**src/design/mexp_pkg.sv**
```systemverilog
// ----------------------------------------------------------------------------
// Modular exponentiation package
// Shared widths, defaults, register map and the control structs that pass
// between the sequencer and the shared modular reduction unit.
// ----------------------------------------------------------------------------
`default_nettype none

package mexp_pkg;

    // Field widths of the operand and result transactions.
    localparam int IN_WIDTH       = 63;
    localparam int RESULT_WIDTH   = 31;

    // Defaults for the top-level parameters.
    localparam int EXP_WIDTH_DEF  = 63;
    localparam int MOD_WIDTH_DEF  = 31;

    // The reduction unit always walks a 64-bit dividend, two bits a cycle.
    localparam int DIV_WIDTH      = 64;
    localparam int DIV_STEPS      = DIV_WIDTH / 2;

    // Configuration port.
    localparam int APB_ADDR_WIDTH = 3;
    localparam int APB_DATA_WIDTH = 32;

    // Register map, by word index (paddr[2]).
    localparam logic REG_MODULUS  = 1'b0;

    // Modulus after reset.
    localparam logic [31:0] MODULUS_RESET = 32'd1000000007;

    // Request from the sequencer to the reduction unit.
    typedef struct packed {
        logic                 start;
        logic [DIV_WIDTH-1:0] dividend;
    } red_req_t;

    // Status from the reduction unit back to the sequencer.
    typedef struct packed {
        logic busy;
        logic done;
    } red_rsp_t;

endpackage

`default_nettype wire

```
**src/design/mexp_in_if.sv**
```systemverilog
// ----------------------------------------------------------------------------
// Operand channel
// Valid/ready channel that carries one base and one exponent per transaction.
// ----------------------------------------------------------------------------
`default_nettype none

interface mexp_in_if import mexp_pkg::*; ();

    logic                valid;
    logic                ready;
    logic [IN_WIDTH-1:0] base_value;
    logic [IN_WIDTH-1:0] exponent;

    modport source (output valid, output base_value, output exponent, input ready);
    modport sink   (input valid, input base_value, input exponent, output ready);

endinterface

`default_nettype wire

```
**src/design/mexp_out_if.sv**
```systemverilog
// ----------------------------------------------------------------------------
// Result channel
// Valid/ready channel that carries one modular power per transaction.
// ----------------------------------------------------------------------------
`default_nettype none

interface mexp_out_if import mexp_pkg::*; ();

    logic                    valid;
    logic                    ready;
    logic [RESULT_WIDTH-1:0] power_result;

    modport source (output valid, output power_result, input ready);
    modport sink   (input valid, input power_result, output ready);

endinterface

`default_nettype wire

```
**src/design/mexp_cfg.sv**
```systemverilog
// ----------------------------------------------------------------------------
// Configuration registers
// APB-style slave that holds the modulus register.
// ----------------------------------------------------------------------------
`default_nettype none

module mexp_cfg import mexp_pkg::*; #(
    parameter int MOD_WIDTH = MOD_WIDTH_DEF
) (
    input  wire logic                      clk,
    input  wire logic                      rst_n,
    input  wire logic                      psel,
    input  wire logic                      penable,
    input  wire logic                      pwrite,
    input  wire logic [APB_ADDR_WIDTH-1:0] paddr,
    input  wire logic [APB_DATA_WIDTH-1:0] pwdata,
    output logic      [APB_DATA_WIDTH-1:0] prdata,
    output logic                           pready,
    output logic      [MOD_WIDTH-1:0]      modulus
);

    logic [MOD_WIDTH-1:0] modulus_reg;
    logic                 hit;

    // Word decode; byte offsets within the word are not decoded.
    assign hit = (paddr[2] == REG_MODULUS);

    // Register write in the access phase.
    always_ff @(posedge clk or negedge rst_n)
    begin
        if (!rst_n)
        begin
            modulus_reg <= MOD_WIDTH'(MODULUS_RESET);
        end
        else if (psel && penable && pwrite && hit)
        begin
            modulus_reg <= pwdata[MOD_WIDTH-1:0];
        end
    end

    // Read data and a slave that never inserts wait states.
    assign prdata  = hit ? APB_DATA_WIDTH'(modulus_reg) : '0;
    assign pready  = 1'b1;
    assign modulus = modulus_reg;

endmodule

`default_nettype wire

```
**src/design/mexp_modred.sv**
```systemverilog
// ----------------------------------------------------------------------------
// Modular reduction unit
// Restoring remainder of a 64-bit dividend by the modulus, two dividend bits
// per cycle, shared by the base reduction, the multiplies and the squarings.
// ----------------------------------------------------------------------------
`default_nettype none

module mexp_modred import mexp_pkg::*; #(
    parameter int MOD_WIDTH = MOD_WIDTH_DEF
) (
    input  wire logic                 clk,
    input  wire logic                 rst_n,
    input  wire red_req_t             req,
    input  wire logic [MOD_WIDTH-1:0] modulus,
    output red_rsp_t                  rsp,
    output logic      [MOD_WIDTH-1:0] remainder
);

    localparam int CNT_WIDTH = $clog2(DIV_STEPS);

    logic                 busy_reg,  busy_next;
    logic                 done_reg,  done_next;
    logic [CNT_WIDTH-1:0] cnt_reg,   cnt_next;
    logic [DIV_WIDTH-1:0] shift_reg, shift_next;
    logic [MOD_WIDTH-1:0] rem_reg,   rem_next;
    logic [MOD_WIDTH-1:0] rem_mid;

    // One restoring step: shift in a bit, subtract the modulus if it fits.
    // The partial remainder stays below the modulus, so one subtract is enough.
    function automatic logic [MOD_WIDTH-1:0] rem_step(
        input logic [MOD_WIDTH-1:0] r,
        input logic                 bit_in,
        input logic [MOD_WIDTH-1:0] m
    );
        logic [MOD_WIDTH:0] t;
        t = {r, bit_in};
        if (t >= {1'b0, m})
        begin
            t = t - {1'b0, m};
        end
        return t[MOD_WIDTH-1:0];
    endfunction

    // Two dependent steps per cycle.
    assign rem_mid = rem_step(rem_reg, shift_reg[DIV_WIDTH-1], modulus);

    always_comb
    begin
        busy_next  = busy_reg;
        done_next  = 1'b0;
        cnt_next   = cnt_reg;
        shift_next = shift_reg;
        rem_next   = rem_reg;
        if (req.start)
        begin
            busy_next  = 1'b1;
            cnt_next   = CNT_WIDTH'(DIV_STEPS - 1);
            shift_next = req.dividend;
            rem_next   = '0;
        end
        else if (busy_reg)
        begin
            rem_next   = rem_step(rem_mid, shift_reg[DIV_WIDTH-2], modulus);
            shift_next = shift_reg << 2;
            cnt_next   = cnt_reg - CNT_WIDTH'(1);
            if (cnt_reg == '0)
            begin
                busy_next = 1'b0;
                done_next = 1'b1;
            end
        end
    end

    // Control state.
    always_ff @(posedge clk or negedge rst_n)
    begin
        if (!rst_n)
        begin
            busy_reg <= 1'b0;
            done_reg <= 1'b0;
            cnt_reg  <= '0;
        end
        else
        begin
            busy_reg <= busy_next;
            done_reg <= done_next;
            cnt_reg  <= cnt_next;
        end
    end

    // Datapath registers.
    always_ff @(posedge clk)
    begin
        shift_reg <= shift_next;
        rem_reg   <= rem_next;
    end

    assign rsp.busy  = busy_reg;
    assign rsp.done  = done_reg;
    assign remainder = rem_reg;

endmodule

`default_nettype wire

```
**src/design/mexp_seq.sv**
```systemverilog
// ----------------------------------------------------------------------------
// Square-and-multiply sequencer
// Scans the exponent from its least significant bit, forms each product on
// one multiplier and hands it to the shared reduction unit.
// ----------------------------------------------------------------------------
`default_nettype none

module mexp_seq import mexp_pkg::*; #(
    parameter int EXP_WIDTH = EXP_WIDTH_DEF,
    parameter int MOD_WIDTH = MOD_WIDTH_DEF
) (
    input  wire logic                 clk,
    input  wire logic                 rst_n,
    input  wire logic [MOD_WIDTH-1:0] modulus,
    mexp_in_if.sink                   operands,
    mexp_out_if.source                result,
    output red_req_t                  red_req,
    output logic      [MOD_WIDTH-1:0] red_modulus,
    input  wire red_rsp_t             red_rsp,
    input  wire logic [MOD_WIDTH-1:0] red_remainder
);

    localparam int PROD_WIDTH = 2 * MOD_WIDTH;

    typedef enum logic [3:0] {
        ST_IDLE,
        ST_RED_BASE,
        ST_STEP,
        ST_LOAD_ACC,
        ST_WAIT_ACC,
        ST_SQ_PREP,
        ST_LOAD_SQ,
        ST_WAIT_SQ,
        ST_FINISH
    } state_t;

    state_t                state_reg,  state_next;
    logic [MOD_WIDTH-1:0]  m_reg,      m_next;
    logic [EXP_WIDTH-1:0]  e_reg,      e_next;
    logic [MOD_WIDTH-1:0]  acc_reg,    acc_next;
    logic [MOD_WIDTH-1:0]  b_reg,      b_next;
    logic [PROD_WIDTH-1:0] prod_reg,   prod_next;
    logic                  valid_reg,  valid_next;
    logic [MOD_WIDTH-1:0]  out_reg,    out_next;
    logic [MOD_WIDTH-1:0]  mul_a;
    logic [PROD_WIDTH-1:0] product;
    logic [EXP_WIDTH-1:0]  e_shift;
    logic                  accept;

    assign accept  = operands.valid && operands.ready;
    assign e_shift = e_reg >> 1;

    // The one multiplier: result times base in STEP, base squared otherwise.
    assign mul_a   = (state_reg == ST_STEP) ? acc_reg : b_reg;
    assign product = PROD_WIDTH'(mul_a) * PROD_WIDTH'(b_reg);

    // Requests to the reduction unit: the raw base first, then products.
    always_comb
    begin
        red_req.start    = accept || (state_reg == ST_LOAD_ACC) || (state_reg == ST_LOAD_SQ);
        red_req.dividend = (state_reg == ST_IDLE) ? DIV_WIDTH'(operands.base_value)
                                                  : DIV_WIDTH'(prod_reg);
    end

    // Next-state and datapath decisions.
    always_comb
    begin
        state_next = state_reg;
        m_next     = m_reg;
        e_next     = e_reg;
        acc_next   = acc_reg;
        b_next     = b_reg;
        prod_next  = prod_reg;
        out_next   = out_reg;
        valid_next = valid_reg;
        if (valid_reg && result.ready)
        begin
            valid_next = 1'b0;
        end
        unique case (state_reg)
            ST_IDLE:
            begin
                if (accept)
                begin
                    // A zero modulus behaves as a modulus of one.
                    m_next     = (modulus == '0) ? MOD_WIDTH'(1) : modulus;
                    e_next     = operands.exponent[EXP_WIDTH-1:0];
                    acc_next   = MOD_WIDTH'(1);
                    state_next = ST_RED_BASE;
                end
            end
            ST_RED_BASE:
            begin
                if (red_rsp.done)
                begin
                    b_next     = red_remainder;
                    state_next = ST_STEP;
                end
            end
            ST_STEP:
            begin
                if (e_reg == '0)
                begin
                    state_next = ST_FINISH;
                end
                else if (e_reg[0])
                begin
                    prod_next  = product;
                    state_next = ST_LOAD_ACC;
                end
                else
                begin
                    state_next = ST_SQ_PREP;
                end
            end
            ST_LOAD_ACC:
            begin
                state_next = ST_WAIT_ACC;
            end
            ST_WAIT_ACC:
            begin
                if (red_rsp.done)
                begin
                    acc_next   = red_remainder;
                    state_next = ST_SQ_PREP;
                end
            end
            ST_SQ_PREP:
            begin
                // The square after the top set bit cannot change the result.
                if (e_shift == '0)
                begin
                    state_next = ST_FINISH;
                end
                else
                begin
                    prod_next  = product;
                    state_next = ST_LOAD_SQ;
                end
            end
            ST_LOAD_SQ:
            begin
                state_next = ST_WAIT_SQ;
            end
            ST_WAIT_SQ:
            begin
                if (red_rsp.done)
                begin
                    b_next     = red_remainder;
                    e_next     = e_shift;
                    state_next = ST_STEP;
                end
            end
            ST_FINISH:
            begin
                // Wait until the output register is free.
                if (!valid_reg || result.ready)
                begin
                    out_next   = acc_reg;
                    valid_next = 1'b1;
                    state_next = ST_IDLE;
                end
            end
            default:
            begin
                state_next = ST_IDLE;
            end
        endcase
    end

    // State and registered outputs.
    always_ff @(posedge clk or negedge rst_n)
    begin
        if (!rst_n)
        begin
            state_reg <= ST_IDLE;
            valid_reg <= 1'b0;
        end
        else
        begin
            state_reg <= state_next;
            valid_reg <= valid_next;
        end
    end

    // Payload registers.
    always_ff @(posedge clk)
    begin
        m_reg    <= m_next;
        e_reg    <= e_next;
        acc_reg  <= acc_next;
        b_reg    <= b_next;
        prod_reg <= prod_next;
        out_reg  <= out_next;
    end

    assign operands.ready      = (state_reg == ST_IDLE);
    assign result.valid        = valid_reg;
    assign result.power_result = RESULT_WIDTH'(out_reg);
    assign red_modulus         = (state_reg == ST_IDLE) ? MOD_WIDTH'(1) : m_reg;

endmodule

`default_nettype wire

```
**src/design/modular_exponentiation.sv**
```systemverilog
// ----------------------------------------------------------------------------
// Modular exponentiation
// Raises a base to an exponent modulo a configured modulus by right-to-left
// square-and-multiply on one shared multiplier and reduction unit.
// ----------------------------------------------------------------------------
// Usage:
//   Operands arrive on a valid/ready channel as one transaction holding
//   base_value and exponent; each yields one power_result transaction on the
//   result channel. The modulus is written over the APB port at address 0;
//   the user must write it only while the block is idle, which the block
//   itself does not enforce. A zero modulus acts as a modulus of one.
//   Each job first reduces the base. Each multiply or square forms the
//   product, starts the reduction unit and then takes its remainder. An
//   exponent bit below the top set bit costs a decision plus a square when
//   clear and a decision, a multiply and a square when set; the top set bit
//   costs a decision and a multiply, then the square check and the finish.
//   A zero exponent still waits for the base reduction and returns 1. The
//   reduction unit, which retires two dividend bits per cycle, sets the rate.
//   Operands are taken only while the sequencer is idle; a finished result
//   sits in the output register, and the next transaction may be accepted
//   while it waits. A stalled receiver holds the result and holds the
//   following transaction in its final cycle until the register is free.
//   Reset clears the sequencer and the result valid and loads the modulus
//   with 1000000007.
// ----------------------------------------------------------------------------
`default_nettype none

module modular_exponentiation import mexp_pkg::*; #(
    parameter int EXP_WIDTH = EXP_WIDTH_DEF,
    parameter int MOD_WIDTH = MOD_WIDTH_DEF
) (
    input  wire logic                      clk,
    input  wire logic                      rst_n,
    input  wire logic                      psel,
    input  wire logic                      penable,
    input  wire logic                      pwrite,
    input  wire logic [APB_ADDR_WIDTH-1:0] paddr,
    input  wire logic [APB_DATA_WIDTH-1:0] pwdata,
    output logic      [APB_DATA_WIDTH-1:0] prdata,
    output logic                           pready,
    mexp_in_if.sink                        operands,
    mexp_out_if.source                     result
);

    logic [MOD_WIDTH-1:0] modulus;
    logic [MOD_WIDTH-1:0] red_modulus;
    logic [MOD_WIDTH-1:0] red_remainder;
    red_req_t             red_req;
    red_rsp_t             red_rsp;

    // Configuration registers.
    mexp_cfg #(
        .MOD_WIDTH (MOD_WIDTH)
    ) u_cfg (
        .clk     (clk),
        .rst_n   (rst_n),
        .psel    (psel),
        .penable (penable),
        .pwrite  (pwrite),
        .paddr   (paddr),
        .pwdata  (pwdata),
        .prdata  (prdata),
        .pready  (pready),
        .modulus (modulus)
    );

    // Square-and-multiply sequencer.
    mexp_seq #(
        .EXP_WIDTH (EXP_WIDTH),
        .MOD_WIDTH (MOD_WIDTH)
    ) u_seq (
        .clk           (clk),
        .rst_n         (rst_n),
        .modulus       (modulus),
        .operands      (operands),
        .result        (result),
        .red_req       (red_req),
        .red_modulus   (red_modulus),
        .red_rsp       (red_rsp),
        .red_remainder (red_remainder)
    );

    // Shared reduction unit.
    mexp_modred #(
        .MOD_WIDTH (MOD_WIDTH)
    ) u_modred (
        .clk       (clk),
        .rst_n     (rst_n),
        .req       (red_req),
        .modulus   (red_modulus),
        .rsp       (red_rsp),
        .remainder (red_remainder)
    );

`ifndef NO_ASSERTIONS
    // The sequencer never restarts the reduction unit in the middle of a job.
    assert property (@(posedge clk) disable iff (!rst_n)
        red_req.start |-> !red_rsp.busy)
        else $error("reduction started while busy");

    // Every finished reduction lies below the modulus it used.
    assert property (@(posedge clk) disable iff (!rst_n)
        red_rsp.done |-> (red_remainder < red_modulus))
        else $error("remainder not below modulus");

    // After taking operands the block stays closed in the next cycle.
    assert property (@(posedge clk) disable iff (!rst_n)
        operands.valid && operands.ready |=> !operands.ready)
        else $error("operands accepted on consecutive cycles");
`endif

endmodule

`default_nettype wire
```
**src/flat_wrapper.sv**
```systemverilog
// flat-port wrapper written by rule: the top's interface ports become plain ports
module modular_exponentiation_flat import mexp_pkg::*;
#(
    parameter int EXP_WIDTH = EXP_WIDTH_DEF,
    parameter int MOD_WIDTH = MOD_WIDTH_DEF
)
  (clk, rst_n, psel, penable, pwrite, paddr, pwdata, prdata, pready, operands_valid, operands_base_value, operands_exponent, operands_ready, result_valid, result_power_result, result_ready);
  mexp_in_if operands_i ();
  mexp_out_if result_i ();
  input  wire logic clk;
  input  wire logic rst_n;
  input  wire logic psel;
  input  wire logic penable;
  input  wire logic pwrite;
  input  wire logic [APB_ADDR_WIDTH-1:0] paddr;
  input  wire logic [APB_DATA_WIDTH-1:0] pwdata;
  output logic      [APB_DATA_WIDTH-1:0] prdata;
  output logic pready;
  input wire logic [$bits(operands_i.valid)-1:0] operands_valid;
  input wire logic [$bits(operands_i.base_value)-1:0] operands_base_value;
  input wire logic [$bits(operands_i.exponent)-1:0] operands_exponent;
  output wire logic [$bits(operands_i.ready)-1:0] operands_ready;
  output wire logic [$bits(result_i.valid)-1:0] result_valid;
  output wire logic [$bits(result_i.power_result)-1:0] result_power_result;
  input wire logic [$bits(result_i.ready)-1:0] result_ready;
  assign operands_i.valid = operands_valid;
  assign operands_i.base_value = operands_base_value;
  assign operands_i.exponent = operands_exponent;
  assign operands_ready = operands_i.ready;
  assign result_valid = result_i.valid;
  assign result_power_result = result_i.power_result;
  assign result_i.ready = result_ready;
  modular_exponentiation #(.EXP_WIDTH(EXP_WIDTH), .MOD_WIDTH(MOD_WIDTH)) u_core (.clk(clk), .rst_n(rst_n), .psel(psel), .penable(penable), .pwrite(pwrite), .paddr(paddr), .pwdata(pwdata), .prdata(prdata), .pready(pready), .operands(operands_i), .result(result_i));
endmodule
```
**config.mk**
```make
export PLATFORM = sky130hd
export DESIGN_NAME = modular_exponentiation_flat
export DESIGN_NICKNAME = d
export VERILOG_FILES = /design/src/design/mexp_pkg.sv /design/src/design/mexp_in_if.sv /design/src/design/mexp_out_if.sv /design/src/design/mexp_cfg.sv /design/src/design/mexp_modred.sv /design/src/design/mexp_seq.sv /design/src/design/modular_exponentiation.sv /design/src/flat_wrapper.sv
export SDC_FILE = /design/constraint.sdc
export NUM_CORES = 2
export LEC_CHECK = 0
export ABC_AREA = 1
export BUFFER_PORTS_ARGS = -buffer_cell sky130_fd_sc_hd__buf_2
export CORE_MARGIN = 5
export CORE_UTILIZATION = 50
export CTS_CLUSTER_DIAMETER = 100
export CTS_CLUSTER_SIZE = 25
export DETAILED_ROUTE_END_ITERATION = 10
export PLACE_DENSITY = 0.77
export SLEW_MARGIN = 10
export SYNTH_ARGS = -nofsm -noshare
export SYNTH_HDL_FRONTEND = slang
export SYNTH_HIERARCHICAL = 1
export SYNTH_SLANG_ARGS = --single-unit
```
**constraint.sdc**
```tcl
create_clock -name clk -period 7.8 [get_ports clk]
set_clock_uncertainty 0.2 [all_clocks]
set_input_delay 0.39 -clock clk [delete_from_list [all_inputs] [get_ports clk]]
set_output_delay 0.39 -clock clk [all_outputs]
set_load 0.05 [all_outputs]
```
# ---- Word-level counts from Yosys, hierarchy flattened
# Index checks and enable logic that the tools add are counted.
dict set report classes {
  add_sub_neg 3
  multipliers 1
  n_div 0
  order_cmp 2
  eq_ne 16
  shifts 0
  mux 37
  bitwise 1
  n_reduce_logical 26
}
# op count
set ops {}
lappend ops {{two-way mux 31 bit} 7}
lappend ops {{two-way mux 63 bit} 3}
lappend ops {{two-way mux 62 bit} 3}
lappend ops {{two-way mux 64 bit} 2}
lappend ops {{logical NOT 63 bit} 2}
lappend ops {{case mux 63 bit (2 select lines)} 1}
lappend ops {{case mux 62 bit (2 select lines)} 1}
lappend ops {{>= comparator 32 x 31 -> 1 bit} 2}
lappend ops {{multiplier 31 x 31 -> 62 bit} 1}
lappend ops {{case mux 31 bit (2 select lines)} 1}
lappend ops {{subtractor 31 bit} 2}
lappend ops {{case mux 4 bit (8 select lines)} 1}
lappend ops {{logical NOT 31 bit} 1}
lappend ops {{two-way mux 4 bit} 6}
lappend ops {{== test 4 x 3 -> 1 bit (second input constant)} 4}
lappend ops {{inequality test 2 bit (second input constant)} 6}
lappend ops {{two-way mux 5 bit} 2}
lappend ops {{two-way mux 1 bit} 9}
lappend ops {{== test 4 x 2 -> 1 bit (second input constant)} 2}
lappend ops {{AND reduction 4 bit} 2}
lappend ops {{nonzero test 2 bit} 4}
lappend ops {{AND reduction 2 bit} 3}
lappend ops {{AND reduction 3 bit} 2}
lappend ops {{logical AND 1 bit} 5}
lappend ops {{11 further kinds} 14}
dict set report word_totals {
  regBits 387
  latch_bits 0
  mem_bits_rw 0
  rom_bits 0
  input_bits 168
  out_inout_bits 66
  wordCells 100
  n_memories 0
}

# ---- Depth between registers and ports, before layout
dict set report logic_depth {
  depth_word 6
  ltp_mapped 38
  depth_no_buf 35
}

# ---- Hierarchy
# Netlist, hierarchy kept.
# module instances cells_per_inst area_each_um2 seq_area_each_um2
set modules_own_cells {}
lappend modules_own_cells {mexp_seq 1 5206 43208.9 7602.3}
lappend modules_own_cells {mexp_modred 1 1517 9486.6 2717.6}
lappend modules_own_cells {mexp_cfg 1 207 1515.2 795.8}

# ---- Least setup slack after synthesis
# No wires, ideal clock.
dict set report synth_timing {
  path_type {register -> register}
  start {reg u_core.u_seq.state_reg[3]}
  end {reg u_core.u_seq.prod_reg[61], data pin}
  setup_ns 0.252
  arrival_time_ns 6.743
  required_ns 7.348
  slack_ns 0.604
  path_stages_with_launch 32
  path_buffers 3
  period_less_slack_ns 7.196
  cell_sequence {dfrtp_1 > buf_4 > nor2_4 > nand2_4 > buf_6 > nor2_1 > inv_1 > o21ai_2 > buf_2 > nor2_1 > fa_1 > fa_1 > inv_1 > fa_1 > fa_1 > inv_1 > fa_1 > fa_1 > fa_1 > inv_1 > fa_1 > inv_1 > ha_1 > nand2_1 > nor2_1 > inv_1 > nor3_1 > nand2_1 > nor3_1 > nand2_1 > nand3_1 > nand2_1}
}
dict set report synth_via {
  elab_chain_len 6
  elab_cells_between_ends 8
  classes_between {1 x mul; 2 x eq/ne; 5 x mux}
}
# item line_no
set synth_rtl {}
lappend synth_rtl {{start: declaration} mexp_seq.sv:37} ;# state_t state_reg, state_next;
lappend synth_rtl {{start signal: assignment} mexp_seq.sv:181} ;# state_reg <= state_next;
lappend synth_rtl {{== test 4 x 2 -> 1 bit} {mexp_seq.sv:54, mexp_seq.sv:80}}
lappend synth_rtl {{two-way mux 31 bit} mexp_seq.sv:54} ;# assign mul_a = (state_reg == ST_STEP) ? acc_reg : b_reg;
lappend synth_rtl {{multiplier 31 x 31 -> 62 bit} mexp_seq.sv:55} ;# assign product = PROD_WIDTH'(mul_a) * PROD_WIDTH'(b_reg);
lappend synth_rtl {{two-way mux 62 bit} mexp_seq.sv:106} ;# else if (e_reg[0])
lappend synth_rtl {{two-way mux 62 bit} mexp_seq.sv:102} ;# if (e_reg == '0)
lappend synth_rtl {{case mux 62 bit (2 select lines) *} mexp_seq.sv:80} ;# unique case (state_reg)
lappend synth_rtl {{net u_core.u_seq.prod_next[61]} mexp_seq.sv:42} ;# logic [PROD_WIDTH-1:0] prod_reg, prod_next;
lappend synth_rtl {{end signal: assignment} mexp_seq.sv:193} ;# prod_reg <= prod_next;
lappend synth_rtl {{end: declaration} mexp_seq.sv:42}
# The timed path passes the listed nets; every way through them passes the cells marked *. The select of a mux whose other input is x is not followed.
# A chain may end at the register's enable or synchronous reset.

# ---- Worst setup path in the final report
dict set report layout_timing {
  start {reg u_core.u_seq.state_reg[2]}
  end {reg u_core.u_seq.prod_reg[58], data pin}
}
# The elaborated chain is that of the path after synthesis.

==> run_results.csv <==
group,metric,value,unit
run_status,status,"complete, but fails checks",
run_status,violations,"setup timing",
floorplanning,initial_core_util,50.49,%
sta,rsz0062_at_grt,"true",
sta,fin_crit_sh,100.2,%
worst_hold_path,hold_start,"operands_base_value[21]",
setup_path,path_delay_family,"adder cells",
layout,final_area,63010,sq um
setup_path,max_stage_delay,0.55,ns
clock_tree,cts_buffer_depth,3,
global_routing,grt_pass1_vias,48340,
sta,fin_tns_setup,-0.01790,ns
setup_path,critPathMaxFanout,6,
layout,layout.nets,8803,
setup_path,crit_path_top_delay_cell,"fa_1",
global_routing,grt-ovfl-total,0,
setup_path,r2r_start,"u_core/u_seq/state_reg[2]",
yosys,syn_area,54200,sq um
setup_path,cp_num_buf_inv,8,
clock_tree,clk_pin_slew,0.10,ns
routing,dr.pass1.iters,8,
layout,n_fill_cell,9473,
placed_design,io_buffers,228,
sta,timing.final.ws_setup,-0.01724,ns
floorplanning,die_h,339.3,microns
placed_design,globalplace.congestion,1.026,
clock_tree,root_buffer,"clkbuf_16",
setup_path,critPathArrivalTime,7.99,ns
worst_hold_path,hold_depth,5,
yosys,syn_avg_cell_area,7.823,sq um
layout,stdcell_count,8902,
global_routing,antenna_found_initial,4,
routing,drc_errors,0,
setup_path,crit_path_end_kind,"flop",
yosys,synth_nets,8255,
floorplanning,rows,120,
floorplanning,core-area,107400,sq um
routing,wl_per_cell,20.59,microns
routing,viasPerCell,5.310,
floorplanning,dieWidth,339.3,microns
yosys,syn_inst,6929,
floorplanning,dieArea,115100,sq um
yosys,yosysWarnings,6,
setup_path,crit_required,7.97,ns
setup_path,ff2ff_path_depth,30,
clock_tree,cts_tree,"done",
routing,postRouteAntennaNets,0,
sta,finalCriticalPeriod,7.817,ns
layout,area_growth,16.25,%
worst_hold_path,hp-class,"in -> reg",
clock_tree,numCtsBuffers,23,
placed_design,placed_cell_area,59150,sq um
setup_path,critPathMostFrequentCell,"fa_1",
placed_design,dp_hpwl,148800,microns
layout,drive_above_1_share,13.60,%
floorplanning,pin_count,234,
layout,largest_reg_flops,64,
sta,finalHoldViolations,0,
sta,fmax,0.1279,GHz
clock_tree,numClockSinks,387,
setup_path,r2r_end,"u_core/u_seq/prod_reg[58]",
sta,max_slew_margin,26.96,%
sta,maxSlewViolCount,0,
setup_path,rrSetupSlack,-0.02,ns
routing,wl,183300,microns
clock_tree,htree_levels,1,
setup_path,crit_path_start_kind,"flop",
global_routing,grt_pass1_wl,276800,microns
placed_design,dp.cells,8669,
sta,tightest_slew,1.096,ns
sta,setup_viol,2,
global_routing,grt_max_degree,112,
setup_path,critical_path_class,"reg -> reg",
clock_tree,clk_latency,0.62,ns
worst_hold_path,hold_end,"u_core/u_modred/shift_reg[21]",
flow_run,cap_violations,0,
routing,drt_iter0_markers,4114,
global_routing,track_usage,31.25,%
routing,vias,47270,
[cells in the final DEF, fill, tap and decap left out, types with 30 or more instances in the layout]
cell type,n
nand2_2,37
xor2_1,40
nand2_1,2013
xnor2_1,30
buf_12,43
nand4_1,79
buf_4,354
inv_1,1466
nor2_2,58
ha_1,288
nor2_1,779
a21oi_1,85
fa_2,32
nand3_1,175
edfxtp_1,313
dlygate4sd3_1,155
o21ai_0,58
buf_2,228
dfxtp_1,31
nand3b_1,37
fa_1,807
inv_2,50
[worst max path at each step]
stage                              startpoint                   endpoint  cells after the start
finish              u_core/u_seq/state_reg[2]  u_core/u_seq/prod_reg[58]                     30
floorplan           u_core/u_seq/state_reg[3]  u_core/u_seq/prod_reg[61]                     31
CTS                 u_core/u_seq/state_reg[1]  u_core/u_seq/prod_reg[61]                     33
detailed placement  u_core/u_seq/state_reg[3]  u_core/u_seq/prod_reg[61]                     29
global route        u_core/u_seq/state_reg[1]  u_core/u_seq/prod_reg[60]                     34
global placement    u_core/u_seq/state_reg[3]  u_core/u_seq/prod_reg[61]                     29
[metal layers]
metal	routed length, microns	global-route usage (%)	part of all wire, %	vias up
li1	-	-	-	21500
met1	67510	38.74	37	22730
met2	85840	51.98	47	2374
met3	15480	4.983	8.4	658
met4	14440	18.40	7.9	0
met5	0	0	0	-
[tightest hold or removal path, delay by kind of cell]
kind | cells | cell delay [ns]
simple gates | 4 | 0.25
buf+inv | 1 | 0.08
[final cells by class]
| class | instances | area (sq um) | area share [%] |
|---|---|---|---|
| repair inverters | 1 | 16.27 | 0.02581 |
| inverters | 1533 | 5792 | 9.192 |
| flip-flops and latches | 387 | 11120 | 17.64 |
| well taps | 1403 | 1755 | 2.786 |
| clock inverters | 11 | 176.4 | 0.2800 |
| clock buffers | 31 | 626.9 | 0.9948 |
| multi-input cells | 4731 | 37010 | 58.74 |
| repair buffers | 800 | 6504 | 10.32 |
| diodes | 5 | 12.51 | 0.01986 |
[metrics by stage]
stage               utilization (%)  worst slack [ns]  hold WS [ns]
floorplan                         -            0.6045       -0.1056
global placement              55.10           -0.1994        0.2352
detailed placement            55.10           -0.2671        0.2526
CTS                           57.82          -0.01184     0.0005172
global route                  58.69           -0.2469       0.02961
finish                        58.70          -0.01724       0.02518
[repair_timing]
action                                  4_1_cts  5_1_grt
cloned                                        2        3
gates resized for setup                      90      192
pin swaps                                    17       19
endpoints found under the setup margin       44       46
hold endpoints to repair                    182        0
buffers inserted                             10       16
hold buffers                                155        0
Power is left out: the tool's default activity adds up to more than one toggle a clock period on the data nets, which glitch-free logic cannot reach.
